`config.mk`:
```
export PLATFORM = sky130hd
export DESIGN_NAME = adler32_multibyte_update_top_flat
export DESIGN_NICKNAME = d
export VERILOG_FILES = /design/src/rtl/adlmu_pkg.sv /design/src/rtl/adlmu_in_if.sv /design/src/rtl/adlmu_out_if.sv /design/src/rtl/adlmu_lane.sv /design/src/rtl/adlmu_merge.sv /design/src/rtl/adlmu_accum.sv /design/src/rtl/adler32_multibyte_update_top.sv /design/src/flat_wrapper.sv
export SDC_FILE = /design/constraint.sdc
export NUM_CORES = 2
export LEC_CHECK = 0
export BUFFER_PORTS_ARGS = -buffer_cell sky130_fd_sc_hd__buf_2
export CAP_MARGIN = 20
export CORE_MARGIN = 1
export CORE_UTILIZATION = 56
export CTS_CLUSTER_DIAMETER = 40
export DETAILED_ROUTE_END_ITERATION = 8
export GPL_ROUTABILITY_DRIVEN = 0
export PLACE_DENSITY = 0.74
export SETUP_SLACK_MARGIN = 0.2
export SKIP_CTS_REPAIR_TIMING = 1
export SLEW_MARGIN = 15
export SYNTH_ARGS = -nofsm -noshare
export SYNTH_HDL_FRONTEND = slang
export SYNTH_SLANG_ARGS = --single-unit
```
`constraint.sdc`:
```
create_clock -name clk_i -period 13.85 [get_ports clk_i]
set_clock_uncertainty 0.2 [all_clocks]
set_input_delay 2.77 -clock clk_i [delete_from_list [all_inputs] [get_ports clk_i]]
set_output_delay 2.77 -clock clk_i [all_outputs]
set_load 0.03 [all_outputs]
```
`src/rtl/adlmu_pkg.sv`:
```
// shared constants, types and modulo helpers for the adler-32 multibyte update block
package adlmu_pkg;

  localparam int unsigned LANES      = 16;
  localparam int unsigned CNT_W      = 5;
  localparam int unsigned SEED_W     = 32;
  localparam int unsigned BYTES_W    = 64;
  localparam int unsigned SUM_W      = 16;
  localparam int unsigned WPROD_W    = 8 + CNT_W;
  localparam int unsigned BSUM_W     = $clog2(LANES * 255 + 1);
  localparam int unsigned WSUM_W     = $clog2(255 * LANES * (LANES + 1) / 2 + 1);
  localparam int unsigned ACC1_W     = SUM_W + 1;
  localparam int unsigned PROD_W     = SUM_W + CNT_W;
  localparam int unsigned ACC2_W     = PROD_W + 1;
  localparam int unsigned ADLER_MOD  = 65521;
  localparam int unsigned FOLD       = 65536 - ADLER_MOD;

  typedef struct packed {
    logic                start;
    logic [SEED_W-1:0]   seed;
    logic [CNT_W-1:0]    count;
    logic [BSUM_W-1:0]   byte_sum;
    logic [WSUM_W-1:0]   wsum;
  } lane_sum_t;

  // value below twice the modulus
  function automatic logic [SUM_W-1:0] mod_fold1(input logic [ACC1_W-1:0] x);
    logic [ACC1_W-1:0] m;
    m = ACC1_W'(ADLER_MOD);
    if (x >= m) begin
      return SUM_W'(x - m);
    end
    return x[SUM_W-1:0];
  endfunction

  // 2^16 is congruent to 15, fold the upper bits down then subtract once
  function automatic logic [SUM_W-1:0] mod_fold2(input logic [ACC2_W-1:0] x);
    logic [ACC1_W-1:0] y;
    y = ACC1_W'(x[SUM_W-1:0]) + ACC1_W'(x[ACC2_W-1:SUM_W]) * ACC1_W'(FOLD);
    return mod_fold1(y);
  endfunction

endpackage

```
`src/rtl/adlmu_in_if.sv`:
```
// input channel: one word of up to sixteen bytes plus start and seed
interface adlmu_in_if;
  import adlmu_pkg::*;

  logic               valid;
  logic               ready;
  logic               start_req;
  logic [SEED_W-1:0]  seed;
  logic [BYTES_W-1:0] bytes_low;
  logic [BYTES_W-1:0] bytes_high;
  logic [CNT_W-1:0]   byte_count;

  modport source (output valid, output start_req, output seed, output bytes_low,
                  output bytes_high, output byte_count, input ready);
  modport sink   (input valid, input start_req, input seed, input bytes_low,
                  input bytes_high, input byte_count, output ready);
endinterface

```
`src/rtl/adlmu_out_if.sv`:
```
// output channel: running checksum word
interface adlmu_out_if;
  import adlmu_pkg::*;

  logic              valid;
  logic              ready;
  logic [SEED_W-1:0] checksum;

  modport source (output valid, output checksum, input ready);
  modport sink   (input valid, input checksum, output ready);
endinterface

```
`src/rtl/adlmu_lane.sv`:
```
// one byte lane: masks the byte and weights it by its distance from the word end
module adlmu_lane (
  input  logic [7:0]                   byte_i,
  input  logic [adlmu_pkg::CNT_W-1:0]  lane_i,
  input  logic [adlmu_pkg::CNT_W-1:0]  count_i,
  output logic [7:0]                   byte_o,
  output logic [adlmu_pkg::WPROD_W-1:0] wbyte_o
);
  import adlmu_pkg::*;

  logic             active;
  logic [CNT_W-1:0] weight;

  assign active  = lane_i < count_i;
  assign weight  = count_i - lane_i;
  assign byte_o  = active ? byte_i : 8'd0;
  assign wbyte_o = active ? WPROD_W'(byte_i) * WPROD_W'(weight) : '0;

endmodule

```
`src/rtl/adlmu_merge.sv`:
```
// merges lane results into the byte total and the weighted total
module adlmu_merge (
  input  logic [7:0]                    byte_i  [adlmu_pkg::LANES],
  input  logic [adlmu_pkg::WPROD_W-1:0] wbyte_i [adlmu_pkg::LANES],
  output logic [adlmu_pkg::BSUM_W-1:0]  byte_sum_o,
  output logic [adlmu_pkg::WSUM_W-1:0]  wsum_o
);
  import adlmu_pkg::*;

  always_comb begin
    logic [BSUM_W-1:0] bsum;
    logic [WSUM_W-1:0] wsum;
    bsum = '0;
    wsum = '0;
    for (int i = 0; i < LANES; i++) begin
      bsum = bsum + BSUM_W'(byte_i[i]);
      wsum = wsum + WSUM_W'(wbyte_i[i]);
    end
    byte_sum_o = bsum;
    wsum_o     = wsum;
  end

endmodule

```
`src/rtl/adlmu_accum.sv`:
```
// running sums: seed load, add lane totals, reduce modulo 65521
module adlmu_accum (
  input  logic                         clk_i,
  input  logic                         rst_ni,
  input  logic                         upd_i,
  input  adlmu_pkg::lane_sum_t         stage_i,
  output logic [adlmu_pkg::SEED_W-1:0] checksum_o
);
  import adlmu_pkg::*;

  logic [SUM_W-1:0]  low_q, low_d;
  logic [SUM_W-1:0]  high_q, high_d;
  logic [SUM_W-1:0]  base1, base2;
  logic [ACC1_W-1:0] acc1;
  logic [PROD_W-1:0] prod;
  logic [ACC2_W-1:0] acc2;

  assign base1 = stage_i.start ? stage_i.seed[SUM_W-1:0] : low_q;
  assign base2 = stage_i.start ? stage_i.seed[SEED_W-1:SUM_W] : high_q;
  assign acc1  = ACC1_W'(base1) + ACC1_W'(stage_i.byte_sum);
  assign prod  = PROD_W'(stage_i.count) * PROD_W'(base1);
  assign acc2  = ACC2_W'(base2) + ACC2_W'(prod) + ACC2_W'(stage_i.wsum);

  always_comb begin
    if (stage_i.count != '0) begin
      low_d  = mod_fold1(acc1);
      high_d = mod_fold2(acc2);
    end else begin
      low_d  = base1;
      high_d = base2;
    end
  end

  always_ff @(posedge clk_i or negedge rst_ni) begin
    if (!rst_ni) begin
      low_q  <= SUM_W'(1);
      high_q <= '0;
    end else if (upd_i) begin
      low_q  <= low_d;
      high_q <= high_d;
    end
  end

  assign checksum_o = {high_q, low_q};

endmodule

```
`src/rtl/adler32_multibyte_update_top.sv`:
```
// top level of the adler-32 multibyte update block
//
//  channel | dir | payload                                            | handshake
//  in_i    | in  | start_req, seed, bytes_low, bytes_high, byte_count  | valid/ready
//  out_o   | out | checksum                                           | valid/ready
//
// one word per cycle unless out_o stalls; checksum via lane stage and sum registers
// cycle time is set by the sum loop: one 5x16 multiply, a three-way add, fold mod 65521
// reset puts the sums at 1 and 0, no clearing pass, words taken on the next cycle
// a stalled output holds its word while one more input word waits in the lane stage

module adler32_multibyte_update_top (
  input  logic         clk_i,
  input  logic         rst_ni,
  adlmu_in_if.sink     in_i,
  adlmu_out_if.source  out_o
);
  import adlmu_pkg::*;

  logic [7:0]         lane_byte [LANES];
  logic [7:0]         mbyte     [LANES];
  logic [WPROD_W-1:0] wbyte     [LANES];
  logic [CNT_W-1:0]   cnt_sat;
  logic [BSUM_W-1:0]  byte_sum;
  logic [WSUM_W-1:0]  wsum;

  lane_sum_t stage_q, stage_d;
  logic      s1_valid_q, s1_valid_d;
  logic      out_valid_q, out_valid_d;
  logic      out_free, adv, in_fire;

  assign cnt_sat = (in_i.byte_count > CNT_W'(LANES)) ? CNT_W'(LANES) : in_i.byte_count;

  for (genvar i = 0; i < LANES; i++) begin : g_lane
    if (i < 8) begin : g_lo
      assign lane_byte[i] = in_i.bytes_low[8*i +: 8];
    end else begin : g_hi
      assign lane_byte[i] = in_i.bytes_high[8*(i-8) +: 8];
    end

    adlmu_lane u_lane (
      .byte_i  (lane_byte[i]),
      .lane_i  (CNT_W'(i)),
      .count_i (cnt_sat),
      .byte_o  (mbyte[i]),
      .wbyte_o (wbyte[i])
    );
  end

  adlmu_merge u_merge (
    .byte_i     (mbyte),
    .wbyte_i    (wbyte),
    .byte_sum_o (byte_sum),
    .wsum_o     (wsum)
  );

  assign out_free   = !out_valid_q || out_o.ready;
  assign adv        = s1_valid_q && out_free;
  assign in_i.ready = !s1_valid_q || out_free;
  assign in_fire    = in_i.valid && in_i.ready;

  always_comb begin
    stage_d.start    = in_i.start_req;
    stage_d.seed     = in_i.seed;
    stage_d.count    = cnt_sat;
    stage_d.byte_sum = byte_sum;
    stage_d.wsum     = wsum;
  end

  assign s1_valid_d  = in_fire ? 1'b1 : (adv ? 1'b0 : s1_valid_q);
  assign out_valid_d = adv ? 1'b1 : (out_o.ready ? 1'b0 : out_valid_q);

  always_ff @(posedge clk_i or negedge rst_ni) begin
    if (!rst_ni) begin
      s1_valid_q  <= 1'b0;
      out_valid_q <= 1'b0;
    end else begin
      s1_valid_q  <= s1_valid_d;
      out_valid_q <= out_valid_d;
    end
  end

  always_ff @(posedge clk_i) begin
    if (in_fire) begin
      stage_q <= stage_d;
    end
  end

  adlmu_accum u_accum (
    .clk_i      (clk_i),
    .rst_ni     (rst_ni),
    .upd_i      (adv),
    .stage_i    (stage_q),
    .checksum_o (out_o.checksum)
  );

  assign out_o.valid = out_valid_q;

  // lane stage word is kept while the output is blocked
  a_stage_hold : assert property (@(posedge clk_i) disable iff (!rst_ni)
    s1_valid_q && !out_free |=> s1_valid_q)
    else $error("lane stage word lost while output stalled");

  a_take_fills : assert property (@(posedge clk_i) disable iff (!rst_ni)
    in_fire |=> s1_valid_q)
    else $error("accepted word missing from lane stage");

  a_adv_shows : assert property (@(posedge clk_i) disable iff (!rst_ni)
    adv |=> out_o.valid)
    else $error("updated checksum not presented");

  a_reduced : assert property (@(posedge clk_i) disable iff (!rst_ni)
    adv && (stage_q.count != '0) |=>
      (out_o.checksum[SUM_W-1:0] < SUM_W'(ADLER_MOD)) &&
      (out_o.checksum[SEED_W-1:SUM_W] < SUM_W'(ADLER_MOD)))
    else $error("sums not reduced after nonempty word");

endmodule

```
`src/flat_wrapper.sv`:
```
// flat-port wrapper written by rule: the top's interface ports become plain ports
module adler32_multibyte_update_top_flat import adlmu_pkg::*;
  (clk_i, rst_ni, in_i_valid, in_i_start_req, in_i_seed, in_i_bytes_low, in_i_bytes_high, in_i_byte_count, in_i_ready, out_o_valid, out_o_checksum, out_o_ready);
  adlmu_in_if in_i_i ();
  adlmu_out_if out_o_i ();
  input  logic clk_i;
  input  logic rst_ni;
  input wire logic [$bits(in_i_i.valid)-1:0] in_i_valid;
  input wire logic [$bits(in_i_i.start_req)-1:0] in_i_start_req;
  input wire logic [$bits(in_i_i.seed)-1:0] in_i_seed;
  input wire logic [$bits(in_i_i.bytes_low)-1:0] in_i_bytes_low;
  input wire logic [$bits(in_i_i.bytes_high)-1:0] in_i_bytes_high;
  input wire logic [$bits(in_i_i.byte_count)-1:0] in_i_byte_count;
  output wire logic [$bits(in_i_i.ready)-1:0] in_i_ready;
  output wire logic [$bits(out_o_i.valid)-1:0] out_o_valid;
  output wire logic [$bits(out_o_i.checksum)-1:0] out_o_checksum;
  input wire logic [$bits(out_o_i.ready)-1:0] out_o_ready;
  assign in_i_i.valid = in_i_valid;
  assign in_i_i.start_req = in_i_start_req;
  assign in_i_i.seed = in_i_seed;
  assign in_i_i.bytes_low = in_i_bytes_low;
  assign in_i_i.bytes_high = in_i_bytes_high;
  assign in_i_i.byte_count = in_i_byte_count;
  assign in_i_ready = in_i_i.ready;
  assign out_o_valid = out_o_i.valid;
  assign out_o_checksum = out_o_i.checksum;
  assign out_o_i.ready = out_o_ready;
  adler32_multibyte_update_top u_core (.clk_i(clk_i), .rst_ni(rst_ni), .in_i(in_i_i), .out_o(out_o_i));
endmodule
```
==> impl_metrics.json <==
{
  "status": "completed",
  "min_from": "u_core.u_accum.high_q[1]$_DFFE_PN0P_",
  "yosysWarnings": 0,
  "ys_types": 74,
  "drive_gt1_share_pct": 6.93,
  "rsz0062_at_grt": "false",
  "finalSetupTns_ns": 0,
  "r2r_slack_ns": 1.81,
  "vias": 30300,
  "clock_path_buffers": 2,
  "critPathMaxStageDelay_ns": 0.89,
  "dr.pass1.iters": 5,
  "max_freq_ghz": 0.0758,
  "synth_nets": 5709,
  "fin_hold_ws_ns": 0.310,
  "via_per_inst": 5.58,
  "synth_area_sq_um": 38000,
  "ys.flop_type": "edfxtp_1",
  "portBuffers": 203,
  "htree_levels": 3,
  "worstHoldPathCells": 2,
  "synth_edf_count": 66,
  "grt_usage_pct": 31.2,
  "crit_arrival_ns": 13.11,
  "num-nets-final": 5864,
  "hold_class": "register to register",
  "antenna_found_initial": 11,
  "clockRootBuffer": "clkbuf_16",
  "drtAntennaViolNets": 0,
  "busiest_layer": "met2",
  "finalCriticalPeriod_ns": 13.19,
  "hpwl_um": 89200,
  "clock_sinks": 100,
  "dp_slack_ns": 0.432,
  "drv_slew": 0,
  "nFillCells": 5904,
  "ys_ff_latch": 100,
  "die_area_sq_um": 69000,
  "grt_pass1_vias": 31100,
  "met3_usage_pct": 4.46,
  "clock_latency_ns": 0.37,
  "die_w_um": 263,
  "drc": 0,
  "drt_wl_total_um": 104000,
  "use_met1_pct": 40.0,
  "period_share_pct": 95.2,
  "detail_route.wl_per_cell_um": 19.2,
  "ys_seq_area_share_pct": 7.45,
  "final_area_sq_um": 40500,
  "layout_common_cells": "inv_1 (928), fa_1 (661), nand2_1 (604)",
  "grt_overflow": 0,
  "endpoint_kind": "register",
  "drv_cap": 0,
  "dr.first_iter.drc_count": 2241,
  "start_kind": "primary input",
  "slew_headroom_pct": 21.0,
  "r2r-end": "u_core.u_accum.high_q[4]$_DFFE_PN0P_",
  "hold_path_end": "u_core.u_accum.high_q[1]$_DFFE_PN0P_",
  "start_util_pct": 56.7,
  "die_h_um": 263,
  "cp_common_cell": "fa_1",
  "syn-instance-count": 4401,
  "met2_usage_pct": 52.7,
  "cp_slowest_cell": "xnor2_1",
  "cts_made_buffers": 9,
  "async_reset_ff_share_pct": 34.0,
  "core-area_sq_um": 67200,
  "setup_slack_ns": 0.660,
  "ff2ff_path_depth": 36,
  "hold_viol": 0,
  "io_pins": 204,
  "path_clk_slew_ns": 0.07,
  "setup_viol": 0,
  "grt_max_degree": 67,
  "critPathKind": "primary input to register",
  "syn_to_final_growth_pct": 6.35,
  "r2r-start": "u_core.stage_q[65]$_DFFE_PP_",
  "cts_tree": "yes",
  "cp_max_fo": 23,
  "syn_avg_cell_area_sq_um": 8.64,
  "rows": 95,
  "grt_first_pass_wirelength_um": 168000,
  "cp.required_ns": 13.77,
  "dpl-instance-area_sq_um": 40100,
  "final_common_cell": "inv_1",
  "worst_pin_slew_ns": 1.18
}
==> per-layer routing <==
metal / up-vias / wire length [um]
li1: 13900 / -
met1: 15000 / 41700
met2: 1202 / 49900
met3: 281 / 7790
met4: 10 / 4960
met5: - / 64
==> worst max-delay path by stage <==
stage,depth (start not counted),slack (ns),end,startpoint
floorplan,40,1.01,u_core.stage_q[15]$_DFFE_PP_,in_i_byte_count[4]
global placement,39,0.52,u_core.stage_q[15]$_DFFE_PP_,in_i_byte_count[4]
global route,39,0.25,u_core.stage_q[15]$_DFFE_PP_,in_i_byte_count[4]
finish,40,0.66,u_core.stage_q[15]$_DFFE_PP_,in_i_byte_count[4]
detailed placement,39,0.43,u_core.stage_q[15]$_DFFE_PP_,in_i_byte_count[4]
CTS,40,0.79,u_core.stage_q[15]$_DFFE_PP_,in_i_byte_count[4]
==> cells by family after synthesis <==
group,Yosys count,share of synthesized area (%)
simple gates,1378,17.8
fa+ha+maj,1138,50.5
buf+inv,1037,10.2
compound gates,505,8.20
xor+xnor,202,4.65
flops,100,7.45
mux,41,1.15
==> cells in the mapped netlist, drive strengths merged (66+ instances only) <==
master	count	area, sq um
a21oi	151	756
edfxtp	66	1980
inv	929	3490
and2	284	1780
ha	477	5970
o21ai	149	746
nand2	606	2280
nor2	121	454
nor2b	136	851
xnor2	149	1310
clkbuf	98	369
nand2b	83	519
fa	661	13200
==> flip-flops by register name, summed over array words and instances (netlist names) <==
signal,count
u_core.u_accum.high_q,16
u_core.out_o.valid,1
u_core.u_accum.low_q,16
u_core.s1_valid_q,1
u_core.stage_q,66
==> area by class of cell <==
class | instances | area [sq um] | share of cell area, %
Antenna cell | 2 | 5.00 | 0.0124
Clock buffer | 10 | 250 | 0.618
Clock inverter | 6 | 51.3 | 0.127
Inverter | 932 | 3500 | 8.65
Multi-Input combinational cell | 3264 | 31400 | 77.5
Sequential cell | 100 | 2830 | 7.00
Tap cell | 873 | 1090 | 2.70
Timing Repair Buffer | 249 | 1370 | 3.40
==> critical path: cells and delay by family <==
family	cells	cell delay, ns
simple gates	6	0.98
compound gates	11	1.86
fa+ha+maj	12	5.43
xor+xnor	3	1.13
buf+inv	8	0.92
==> per-stage QoR <==
| step | utilization [%] | instances |
|---|---|---|
| 6_report | 60.2 | 5436 |
| 2_1_floorplan | - | 4401 |
| 5_1_grt | 60.2 | 5435 |
| 4_1_cts | 60.2 | 5434 |
| 3_5_place_dp | 59.8 | 5418 |
| 3_3_place_gp | 59.8 | 5418 |
Power is left out: the tool's default activity adds up to more than one toggle a clock period on the data nets, which glitch-free logic cannot reach.
